===== config.mk =====
export PLATFORM = sky130hd
export DESIGN_NAME = lsd_div10
export DESIGN_NICKNAME = d
export VERILOG_FILES = /design/src/hdl/lsd_radix_sort_base10_unit_macros.svh /design/src/hdl/lsd_pkg.sv /design/src/hdl/lsd_div10.sv
export SDC_FILE = /design/constraint.sdc
export NUM_CORES = 1
export LEC_CHECK = 0
export BUFFER_PORTS_ARGS = -buffer_cell sky130_fd_sc_hd__buf_2
export CORE_MARGIN = 2
export CORE_UTILIZATION = 56
export CTS_BUF_LIST = sky130_fd_sc_hd__clkbuf_16
export CTS_CLUSTER_SIZE = 30
export DETAILED_ROUTE_END_ITERATION = 10
export PLACE_DENSITY = 0.86
export SYNTH_ARGS = -nofsm -noshare
export SYNTH_HDL_FRONTEND = slang
export SYNTH_SLANG_ARGS = --single-unit

===== constraint.sdc =====
create_clock -name clk -period 1 [get_ports clk]
set_clock_uncertainty 0.15 [all_clocks]
set_input_delay 0.05 -clock clk [delete_from_list [all_inputs] [get_ports clk]]
set_output_delay 0.05 -clock clk [all_outputs]
set_load 0.005 [all_outputs]

===== src/hdl/lsd_radix_sort_base10_unit_macros.svh =====
// Assertion macros shared by the decimal radix sort RTL
`ifndef LSD_RADIX_SORT_BASE10_UNIT_MACROS_SVH
`define LSD_RADIX_SORT_BASE10_UNIT_MACROS_SVH

// Same-cycle implication, disabled while reset is asserted
`define LSD_ASSERT_IMPL(label, clk, rst_n, ante, cons, msg) \
	label: assert property (@(posedge clk) disable iff (!rst_n) (ante) |-> (cons)) \
		else $error(msg);

// Next-cycle implication, disabled while reset is asserted
`define LSD_ASSERT_NEXT(label, clk, rst_n, ante, cons, msg) \
	label: assert property (@(posedge clk) disable iff (!rst_n) (ante) |=> (cons)) \
		else $error(msg);

`endif


===== src/hdl/lsd_pkg.sv =====
// Types and constants of the decimal radix sort unit
`timescale 1ns / 1ps
`default_nettype none
package lsd_pkg;

	localparam int VAL_W         = 31;
	localparam int WORD_W        = 2 * VAL_W;
	localparam int RADIX         = 10;
	localparam int DIGIT_W       = 4;
	localparam int QUOT_W        = 28;
	localparam int RECIP_W       = 32;
	localparam int PROD_W        = VAL_W + RECIP_W;
	localparam int DIV10_SHIFT   = 35;
	localparam logic [RECIP_W-1:0] DIV10_RECIP = 32'hCCCC_CCCD;
	localparam int MAX_ITEMS_DEF = 64;

	typedef struct packed {
		logic             valid;
		logic [VAL_W-1:0] q;
		logic [VAL_W-1:0] tag;
	} div_req_t;

	typedef struct packed {
		logic               busy;
		logic               valid;
		logic [VAL_W-1:0]   quot;
		logic [DIGIT_W-1:0] rem;
		logic [VAL_W-1:0]   tag;
	} div_rsp_t;

	typedef enum logic [3:0] {
		ST_LOAD,
		ST_CHECK,
		ST_HIST,
		ST_HIST_DRAIN,
		ST_PREFIX,
		ST_SCAT,
		ST_SCAT_DRAIN,
		ST_MAXDIV,
		ST_MAXWAIT,
		ST_EMIT_RD,
		ST_EMIT_LD,
		ST_EMIT_OUT
	} sort_state_t;

endpackage
`default_nettype wire


===== src/hdl/lsd_div10.sv =====
// Two-stage divide-by-ten unit: quotient by reciprocal multiply, then remainder
`timescale 1ns / 1ps
`default_nettype none
module lsd_div10 (
	input  logic              clk,
	input  logic              arst_n,
	input  lsd_pkg::div_req_t req,
	output lsd_pkg::div_rsp_t rsp
);
	import lsd_pkg::*;

	logic [PROD_W-1:0]  prod;
	logic               valid_s1;
	logic [VAL_W-1:0]   q_s1;
	logic [VAL_W-1:0]   tag_s1;
	logic [QUOT_W-1:0]  quot_s1;
	logic [VAL_W-1:0]   tens;
	logic [VAL_W-1:0]   rem_full;
	logic               valid_s2;
	logic [VAL_W-1:0]   quot_s2;
	logic [DIGIT_W-1:0] rem_s2;
	logic [VAL_W-1:0]   tag_s2;

	// floor(q / 10) == (q * 0xCCCCCCCD) >> 35 for every 32-bit q
	assign prod = {{(PROD_W-VAL_W){1'b0}}, req.q} * {{(PROD_W-RECIP_W){1'b0}}, DIV10_RECIP};

	assign tens     = {quot_s1, 3'b000} + {2'b00, quot_s1, 1'b0};
	assign rem_full = q_s1 - tens;

	always_ff @(posedge clk or negedge arst_n) begin
		if (!arst_n) begin
			valid_s1 <= 1'b0;
			valid_s2 <= 1'b0;
		end else begin
			valid_s1 <= req.valid;
			valid_s2 <= valid_s1;
		end
	end

	always_ff @(posedge clk) begin
		q_s1    <= req.q;
		tag_s1  <= req.tag;
		quot_s1 <= prod[DIV10_SHIFT +: QUOT_W];
		quot_s2 <= {{(VAL_W-QUOT_W){1'b0}}, quot_s1};
		rem_s2  <= rem_full[DIGIT_W-1:0];
		tag_s2  <= tag_s1;
	end

	assign rsp.busy  = valid_s1;
	assign rsp.valid = valid_s2;
	assign rsp.quot  = quot_s2;
	assign rsp.rem   = rem_s2;
	assign rsp.tag   = tag_s2;
endmodule
`default_nettype wire


==> implementation parameters <==
Parameter                              Value

Synth
  Post-synth cell types ... 65
  Sequential element share of the synthesized area ... 17.7%
  Most used flip-flop cell after synthesis ... dfxtp_1
  Syn_area_per_cell ... 10.8 um2
  YS warnings ... 0
  Total of flip-flops plus latches after synthesis ... 128
  Gate count of the mapped netlist ... 1,349
  Post-synthesis instance area ... between 10,000 and 15,000 um2
  Number of enable-type register cells in the synthesized netlist ... 0
  Share of flip-flops with an asynchronous set or reset ... around 1.6%

CTS
  Number of buffers on the longest clock path ... 2
  TritonCTS Sinks ... 128
  TritonCTS clock tree ... done
  Clock root buffer ... clkbuf_16
  H-tree lvl count ... 4
  Worst skew pair latency ... 0.41 ns
  Clock transition at the registers of the reported paths ... around 0.07 ns
  Inserted Clock Buffers ... 17

Drt
  Final wirelength ... 44.8 mm
  Remaining antenna violation count after routing ... 0
  Routed vias ... approximately 12,000
  Final routed wire length divided by cell count ... 20.4 um
  Initial drt markers ... 785
  Ratio of routed vias to standard cells ... 5.31
  Length of the first detailed-routing pass in iterations ... 5
  Residual DRC ... 0

Final layout
  Fillers ... 1,478
  Layout cells sized above 1 ... 38.9%
  Area growth syn-to-layout ... 40.8%
  Final layout net count ... approximately 2,400
  Multi-input gate area in the final layout ... between 10,000 and 15,000 um2
  Layout Utilization ... about four fifths
  Count of placed standard cells in the final layout, fillers left out ... 2,197
  Reg area ... 2620 um2
  Antenna diodes ... 0

Timing
  Final setup slack of the worst path ... -5.09 ns
  Worst rel slew slack ... about 60%
  Min Tclk post-route ... 6.09 ns
  Final Max Tran Viols ... 0
  Fmax achieved ... 164 MHz
  Slew at the pin closest to its max-slew limit ... 0.612 ns
  Number of hold-slack violations in the final timing report ... 0
  Share of the clock period used by the worst path ... 609%
  Aggregate negative setup slack ... -138.90 ns
  Final setup vio count ... 96
  Setup repair after global routing missed its margin ... true

Global routing
  Number of antenna violations at the first check in global routing ... 1
  Met3 track demand over resource ... 4.77%
  Vias in the first global route ... 12,498
  Grt met2 use ... around 57%
  Met1 track demand over resource in global routing ... 37.4%
  Gr busiest metal ... met2
  Largest net degree at the start of global routing ... 17
  Total global routing overflow ... 0
  Global router's overall resource usage ... around 31%
  First-pass GRT wire length ... 64.2 mm

Floorplan
  Floorplan die area ... 27,300 um2
  Width of the die ... 165 um
  Number of placed I/O pins ... 133
  Starting Density ... 56.5%
  Number of rows in the core area ... 59
  Standard cell core area ... between 20,000 and 30,000 um2
  Y dimension of the die ... roughly 170 um

Setup path
  Library cell appearing most often on the critical path ... buf_4
  CP Max Fanout ... 3
  Critical path's slowest cell ... or4_4
  Capturing point of the worst reg2reg path ... rem_s2[3]$_DFF_P_
  Critical path startpoint category ... input pin
  Reg2Reg Depth ... 5
  Largest stage delay, worst path ... approximately 0.54 ns
  Worst path arrival time ... 6.24 ns
  Endpoint required time on the critical path ... 1.15 ns
  Crit Reg-Reg Startpoint ... q_s1[2]$_DFF_P_
  Setup slack on the worst flop-to-flop path ... -0.17 ns
  Kind of critical path ... input pin to flop
  Worst setup EP type ... flop

Run status
  Failing checks ... setup timing
  Run status ... finished, violations left

Worst hold path
  Origin of the worst min-delay path ... req[15]
  Cells on Worst Hold Path ... 2
  Hold-critical path endpoint ... tag_s1[15]$_DFF_P_
  Worst hold path class ... input pin to flop

Place
  Final HPWL from detailed placement ... 33.5 mm
  Number of port buffers ... 129
  GP Congestion ... ~1.0
  Cell total after placement ... 2,091

Flow run
  Number of max-cap violations ... 0
registers in the layout, summed over array words and instances, names as in the netlist:
| signal | cells |
|---|---|
| tag_s1 | 31 |
| quot_s1 | 28 |
| valid_s2 | 1 |
| tag_s2 | 31 |
| q_s1 | 4 |
| valid_s1 | 1 |
| rem_s2 | 4 |
| quot_s2 | 28 |
synth_stat cells (4+ instances only):
master	instances	area [um2]
inv_1	324	1220
nand2_1	33	124
nand4_1	11	68.8
and2_1	4	25.0
buf_4	5	37.5
nor2_1	24	90.1
a21oi_1	55	275
nand3_1	16	80.1
nor3_1	9	45.0
fa_1	231	4620
xnor2_1	40	350
a21o_1	32	240
o21ai_0	16	80.1
ha_1	303	3790
nor2b_1	6	37.5
o21a_1	4	30.0
a31oi_1	10	62.6
or2_2	6	37.5
dfxtp_1	126	2520
xor2_1	17	149
o21bai_1	7	52.6
cell usage in the layout (no fill, tap or decap), types with 17 or more instances in the layout:
master and count:
a21o_1 32, a21oi_1 32, a21oi_2 20, buf_2 90, buf_4 307, buf_6 52, clkbuf_16 17, dfxtp_1 88
dfxtp_2 37, dlygate4sd3_1 38, fa_1 202, fa_2 29, ha_1 261, ha_4 36, inv_1 294, inv_2 26
nand2_1 29, nor2_1 19, xnor2_1 31
repair_timing:
| action | 4_1_cts | 5_1_grt |
|---|---|---|
| hold buffers | 38 | 0 |
| resized for setup | 128 | 134 |
| pin swaps | 71 | 41 |
| buffers inserted | 23 | 17 |
| hold endpoints to repair | 38 | 0 |
| endpoints found under the setup margin | 96 | 97 |
cells by family (layout without fill, tap and decap cells):
| group | count (synthesis) | in the layout | share of synthesized area (%) |
|---|---|---|---|
| AOI/OAI and AO/OA | 164 | 164 | 7.57 |
| xor gates and xnor gates | 57 | 57 | 3.43 |
| adders and majority gates | 534 | 534 | 57.8 |
| buffers and inverters | 335 | 846 | 8.92 |
| DFF | 128 | 128 | 17.7 |
| muxes | 1 | 1 | 0.0688 |
| other | 1 | 3 | 0.0258 |
| and+or+nand+nor | 129 | 129 | 4.50 |
layer usage:
metal,wire [um],vias up,part of all wire (%)
met3,2570,125,5.7
met1,17400,5775,39
met5,9,-,0.020
met2,23000,436,51
li1,-,5334,-
met4,1920,2,4.3
how the worst max path moves through the flow:
stage | startpoint | end | slack [ns] | depth (start not counted)
CTS | req[51] | quot_s1[25]$_DFF_P_ | -5.08 | 27
global route | req[60] | quot_s1[21]$_DFF_P_ | -5.26 | 24
floorplan | req[36] | quot_s1[22]$_DFF_P_ | -4.99 | 24
finish | req[51] | quot_s1[21]$_DFF_P_ | -5.09 | 33
detailed placement | req[51] | quot_s1[25]$_DFF_P_ | -5.68 | 28
global placement | req[51] | quot_s1[25]$_DFF_P_ | -5.48 | 28
per-stage QoR:
stage               hold slack [ns]  cell area (um2)  worst slack [ns]
global route                  0.110            20500             -5.26
global placement             -0.317            18100             -5.48
CTS                           0.111            19800             -5.08
floorplan                    -0.396            14900             -4.99
detailed placement           -0.313            18100             -5.68
finish                        0.122            20500             -5.09
worst max-delay path: cells and delay by family:
family,cells,cell delay [ns]
compound gates,2,0.43
xor+xnor,1,0.20
fa+ha+maj,9,3.04
buf+inv,19,1.96
simple gates,2,0.57
cell type report:
type,instances,area share [%]
multi-input cells,888,57.7
clock inverters,15,0.904
well taps,335,2.05
repair buffers,490,18.5
clock buffers,17,2.08
inverters,324,6.06
flip-flops and latches,128,12.8
Power is not shown: default switching activity piles up to over one toggle a cycle in this logic, so the estimate is an artifact.
