## config.mk

```make
export PLATFORM = sky130hd
export DESIGN_NAME = lsd_ram
export DESIGN_NICKNAME = d
export VERILOG_FILES = /design/src/hdl/lsd_radix_sort_base10_unit_macros.svh /design/src/hdl/lsd_ram.sv
export SDC_FILE = /design/constraint.sdc
export NUM_CORES = 1
export LEC_CHECK = 0
export ABC_CLOCK_PERIOD_IN_PS = 1100
export BUFFER_PORTS_ARGS = -buffer_cell sky130_fd_sc_hd__buf_2
export CORE_MARGIN = 8
export CORE_UTILIZATION = 52
export CTS_BUF_LIST = sky130_fd_sc_hd__clkbuf_4
export DETAILED_ROUTE_END_ITERATION = 10
export PLACE_DENSITY = 0.84
export SYNTH_ARGS = -nofsm -noshare
export SYNTH_HDL_FRONTEND = slang
export SYNTH_SLANG_ARGS = --single-unit
```

## constraint.sdc

```tcl
create_clock -name clk -period 1.1 [get_ports clk]
set_input_delay 0.165 -clock clk [delete_from_list [all_inputs] [get_ports clk]]
set_output_delay 0.165 -clock clk [all_outputs]
set_load 0.005 [all_outputs]
```

## src/hdl/lsd_radix_sort_base10_unit_macros.svh

```systemverilog
// Assertion macros shared by the decimal radix sort RTL
`ifndef LSD_RADIX_SORT_BASE10_UNIT_MACROS_SVH
`define LSD_RADIX_SORT_BASE10_UNIT_MACROS_SVH

// Same-cycle implication, disabled while reset is asserted
`define LSD_ASSERT_IMPL(label, clk, rst_n, ante, cons, msg) \
	label: assert property (@(posedge clk) disable iff (!rst_n) (ante) |-> (cons)) \
		else $error(msg);

// Next-cycle implication, disabled while reset is asserted
`define LSD_ASSERT_NEXT(label, clk, rst_n, ante, cons, msg) \
	label: assert property (@(posedge clk) disable iff (!rst_n) (ante) |=> (cons)) \
		else $error(msg);

`endif

```

## src/hdl/lsd_ram.sv

```systemverilog
// Generic single-write, single-read RAM with registered read data
`timescale 1ns / 1ps
`default_nettype none
module lsd_ram #(
	parameter int WIDTH = 8,
	parameter int DEPTH = 2
) (
	input  logic                     clk,
	input  logic                     we,
	input  logic [$clog2(DEPTH)-1:0] waddr,
	input  logic [WIDTH-1:0]         wdata,
	input  logic [$clog2(DEPTH)-1:0] raddr,
	output logic [WIDTH-1:0]         rdata
);
	logic [WIDTH-1:0] mem [DEPTH];

	always_ff @(posedge clk) begin
		if (we) begin
			mem[waddr] <= wdata;
		end
		rdata <= mem[raddr];
	end
endmodule
`default_nettype wire

```

==> impl_results.md, run 1 <==
- WP data arrival: about 0.73 ns
- Clock slew at reported path FFs: 0.12 ns
- Worst r2r path cells: 1
- CTS Hold Buffers Added: 0
- Maximum number of pins on one net before global-route repair: 14
- Iter 0 DRT Violations: 2
- Die Footprint: approximately 0.003 mm²
- CTS root buf: clkbuf_4
- Sequential-to-total area share from yosys stat: roughly 80%
- Placed Instances: 70
- CP startpoint kind: flip-flop
- Mapped Cells: 35
- Most frequent cells after synthesis: edfxtp_1, dfxtp_1, mux2_4
- DRC: 0
- Slew Viols, Final: 0
- Starting Density: a little over half
- Slew headroom: around three quarters
- Syn_area_per_cell: between 20 and 25 µm²
- DR pass1 iterations: 4
- RSZ-0062 raised after global routing: no
- GRT Util Overall: under 10%
- Non-Filler Instances: 74
- FP Rows: 14
- Worst Path Required: between 0.9 and 1 ns
- Postcts setup bufs: 0
- Worst hold endpoint: mem[1][4]
- Post-CTS resize count: 0
- PortBufs: 19
- Via density per instance: roughly 5.0
- Routed wire length: roughly 1100 µm
- Async set-or-reset flop fraction in the synthesized netlist: 0%
- CP top delay family: flip-flops
- Finished Cell Area: about 920 µm²
- Num CTS Buffers: 3
- Final hold vios: 0
- Worst-Margin Slew: roughly 0.35 ns
- Core area: about 0.0015 mm²
- P_leak: around 0.00038 µW
- Crit end category: primary output
- Worst vdd ir: approximately 0.00095 V
- Placed Area: between 800 and 900 µm²
- EDFF count, synth: 16
- Longest Clk Path Bufs: 2
- Post-route ant nets: 0
- Hold depth: 1
- Die X: ~55 µm
- Number of global-route vias before repair: 386
- TritonCTS clock tree: yes
- Clock Sinks: 24
- Final clock skew: between 0.004 and 0.005 ns
- Final period utilization: approximately four fifths
- Worst path slowest cell: dfxtp_1
- Die Ht: roughly 55 µm
- Initial antenna violation count: 0
- FF-to-FF End: rdata[4]
- Yosys warns: 0
- Layout net count: 71
- Reg-to-Reg Start: mem[0][4]
- Netlist cell types: 6
- Post-synth top area share: 61.2%
- Highest clock rate: ~1100 MHz
- Setup violations, final: 0
- Mapped cell area: 785 µm²
- Run status: completed
- Io pins: 20
- Crit-path max FO: 1
- PD cells: about 1700 mW/mm²
- Worst Hold Launch: wdata[4]
- Register bit total from synthesis: 24
- Main synth FF type: edfxtp_1
- Fin crit period: between 0.8 and 0.9 ns
- Antenna diode count: 0
- Flop-to-flop setup slack: 0.33 ns
- Routability cong.: 0.643
- Syn Nets: 47
- Slowest stage delay, CP: 0.31 ns
- Yosys top cell by area: edfxtp_1
- Share of layout cells above drive strength 1: ~53%
- Routed vias: 370
- Max-Cap Viols: 0
- Layout area overhead: 17.5%
- Global-route wire length before repair: 1510 µm
- Critical path buffers and inverters: 1
- Htree depth: 1
- Clock Latency Late Sink: 0.30 ns
- Most common cell in the netlist: edfxtp_1
- Average routed wire per standard cell: between 10 and 15 µm
- Overflow left after global routing: 0
- Hold WC Path Type: in2reg
- Synth area leaders: edfxtp_1, dfxtp_1, mux2_4
- Setup TNS: 0 ns
- Worst path cell trace: buf_2
- Worst setup path category: reg2out
## metrics by stage
stage / power (µW) / worst slack [ns] / hold slack (ns) / utilization [%]
2_1_floorplan: 1130 / 0.142 / 0.264 / -
3_3_place_gp: 1190 / 0.200 / 0.354 / 61.6
4_1_cts: 1550 / 0.182 / 0.0358 / 63.4
3_5_place_dp: 1190 / 0.160 / 0.357 / 61.6
5_1_grt: 1600 / 0.155 / 0.0189 / 63.4
6_report: 1540 / 0.201 / 0.0422 / 63.4
## worst max path at each step
stage / to / start / slack [ns] / cells after the start
2_1_floorplan: mem[0][0] / we / 0.14 / 1
3_3_place_gp: mem[1][6] / waddr / 0.20 / 2
3_5_place_dp: mem[1][1] / waddr / 0.16 / 2
4_1_cts: rdata[2] / rdata[2] / 0.18 / 1
5_1_grt: rdata[7] / rdata[7] / 0.15 / 1
6_report: rdata[5] / rdata[5] / 0.20 / 1
## cell type report
cell class	instances	area (µm²)
Multi-Input combinational cell	10	133
Sequential cell	24	641
Clock buffer	3	22.5
Clock inverter	1	3.75
Fill cell	104	532
Timing Repair Buffer	20	103
Tap cell	16	20.0
## cells by family (layout without fill, tap and decap cells)
logic type,Yosys count,after routing,share of synthesized area (%)
buffers and inverters,1,24,1.44
AND/OR/NAND/NOR,2,2,1.60
multiplexers,8,8,15.3
flip-flops,24,24,81.7
## state kept, by name (all words and copies together), names as in the netlist
name,flops
rdata,8
mem,16
## placed cells by master (no fill, tap or decap)
cell,netlist,final
clkinv_1,0,1
buf_2,0,19
mux2_4,8,8
clkbuf_4,0,3
dfxtp_1,8,8
edfxtp_1,16,16
nor2b_1,1,1
buf_4,0,1
and2_1,1,1
## power breakdown
group          leakage (µW)  switching, µW  total (µW)  internal, µW
combinational      0.000150           47.7         122          74.0
clock             0.0000154            237         369           132
sequential         0.000218           16.2        1050          1030
total              0.000383            301        1540          1240
## metal layers
metal / global-route usage, % / wire, µm / up-vias
li1: - / - / 176
met1: 7.07 / 390 / 173
met2: 13.4 / 557 / 19
met3: 3.26 / 132 / 2
met4: 4.92 / 14 / 0
met5: 0 / 0 / -
Power figures use the tool's default switching activity.
==> run 2: changes to the inputs <==
- ABC_CLOCK_PERIOD_IN_PS: 1100 -> 800
- CORE_UTILIZATION: 52 -> 47
- PLACE_DENSITY: 0.84 -> 0.81
- clock period: 1.1 -> 0.8 ns (I/O delays scaled with it)
==> impl_results.md, run 2 (same netlist as run 1, synthesis figures left out) <==
- DP Worst Slack: -0.00755 ns
- Setup ws final: -0.0496 ns
- Logic pwr share: a little under a tenth
- Clock Sinks: 24
- P_int: roughly 1700 µW
- TritonCTS clock tree: yes
- Placed Instances: 73
- P_leak: around 0.00043 µW
- Worst path cell trace: buf_2
- Worst setup path category: reg2out
- Final hold vios: 0
- WP data arrival: roughly 0.73 ns
- Worst-Margin Slew: about 0.24 ns
- Postcts setup bufs: 0
- Crit-path max FO: 1
- Num CTS Buffers: 3
- Post-route ant nets: 0
- Setup violations, final: 8
- Sw power: 406 µW
- Non-Filler Instances: 83
- Reg with most FFs: mem
- Post-CTS resize count: 0
- Layout area overhead: 29.2%
- Clk network pwr share: between 20% and 30%
- Critical path buffers and inverters: 1
- Highest clock rate: around 1200 MHz
- Io pins: 20
- Max-Cap Viols: 0
- Die Ht: 56.9 µm
- DR pass1 iterations: 3
- Layout net count: 81
- Fin crit period: 0.850 ns
- Routed wire length: about 1200 µm
- Initial antenna violation count: 0
- Most common cell after layout, fill and taps aside: buf_2
- Max FFs per register: 16
- Worst Path Required: 0.68 ns
- Longest Clk Path Bufs: 2
- FP Rows: 14
- PortBufs: 19
- Average routed wire per standard cell: approximately 14 µm
- Htree depth: 1
- Routability cong.: around 0.6
- Final clock skew: between 0.003 and 0.004 ns
- Global-route wire length before repair: 1770 µm
- CTS root buf: clkbuf_4
- Share of layout cells above drive strength 1: 52.2%
- Die X: approximately 57 µm
- Die Footprint: ~0.0032 mm²
- Antenna diode count: 0
- Iter 0 DRT Violations: 8
- Failing checks: negative setup slack
- Worst vdd ir: approximately 0.0013 V
- Maximum number of pins on one net before global-route repair: 13
- Routed vias: 380
- RSZ-0062 raised after global routing: yes
- Number of global-route vias before repair: 399
- Slowest stage delay, CP: 0.32 ns
- Core area: between 0.0015 and 0.002 mm²
- Commonest non-fill, non-tap cells in the layout: buf_2, edfxtp_1, mux2_4, dfxtp_1, dlygate4sd3_1
- PD cells: roughly 2100 mW/mm²
- Hold WC Path Type: in2reg
- Via density per instance: 4.58
- CP startpoint kind: flip-flop
- Run status: finished with violations
- Slew headroom: 84.2%
- Slew Viols, Final: 0
- Starting Density: between 50% and 60%
- Overflow left after global routing: 0
- GRT Util Overall: between 7 and 8%
- Clock slew at reported path FFs: 0.11 ns
- Worst path slowest cell: dfxtp_1
- Net Sw Frac: between 10% and 20%
- Largest regs: mem x16, rdata x8
- Final period utilization: 106%
- CP top delay family: flip-flops
- Clock Latency Late Sink: roughly 0.30 ns
- Crit end category: primary output
- Flop pwr share: between 60 and 70%
- DRC: 0
run 2: cell count changes in the layout (fill, tap and decap cells not counted), sizes merged:
cell | before | now
dlygate4sd3 | 0 | 7
buf | 20 | 23
clkinv | 1 | 0
run 2: what timing repair did:
item / in CTS / in global routing
endpoints found under the setup margin: 8 / 9
pin swaps: 0 / 0
endpoints found under the hold margin: 6 / 6
hold buffers: 3 / 4
run 2: worst paths after layout:
kind | startpoint | endpoint | slack [ns] | depth (start not counted)
max | rdata[3] | rdata[3] | -0.05 | 1
min | wdata[7] | mem[0][7] | 0.008 | 1
max reg2reg | mem[0][4] | rdata[4] | 0.02 | 1
min reg2reg | mem[1][6] | rdata[6] | 0.48 | 1
run 2: metrics by stage:
| step | hold slack (ns) | setup TNS, ns | utilization (%) | cell area, µm² | power, µW |
|---|---|---|---|---|---|
| after floorplan | 0.219 | 0 | - | 787 | 1560 |
| after global placement | 0.309 | 0 | 59.7 | 921 | 1640 |
| after detailed placement | 0.314 | -0.0539 | 59.7 | 921 | 1660 |
| after CTS | 0.000846 | -0.461 | 63.1 | 973 | 2140 |
| after global routing | 0.00465 | -0.684 | 65.7 | 1010 | 2220 |
| final | 0.00796 | -0.353 | 65.7 | 1010 | 2130 |
run 2: metal layers:
layer / GRT usage, % / vias to the layer above / wire length, µm
met5: 0 / - / 0
met4: 4.03 / 0 / 0
met3: 4.04 / 0 / 126
met2: 11.1 / 16 / 584
met1: 7.32 / 167 / 487
li1: - / 197 / -
run 2: final cells by class:
type | count | area (µm²)
Fill cell | 113 | 528
Clock buffer | 3 | 22.5
Tap cell | 16 | 20.0
Sequential cell | 24 | 641
Timing Repair Buffer | 30 | 195
Multi-Input combinational cell | 10 | 135
run 2: power by group through the flow:
stage	combinational (µW)	sequential [µW]	clock, µW
after global placement	175	1470	0
after floorplan	86.2	1470	0
after detailed placement	183	1470	0
after CTS	194	1450	499
after global routing	221	1450	550
final	204	1440	487
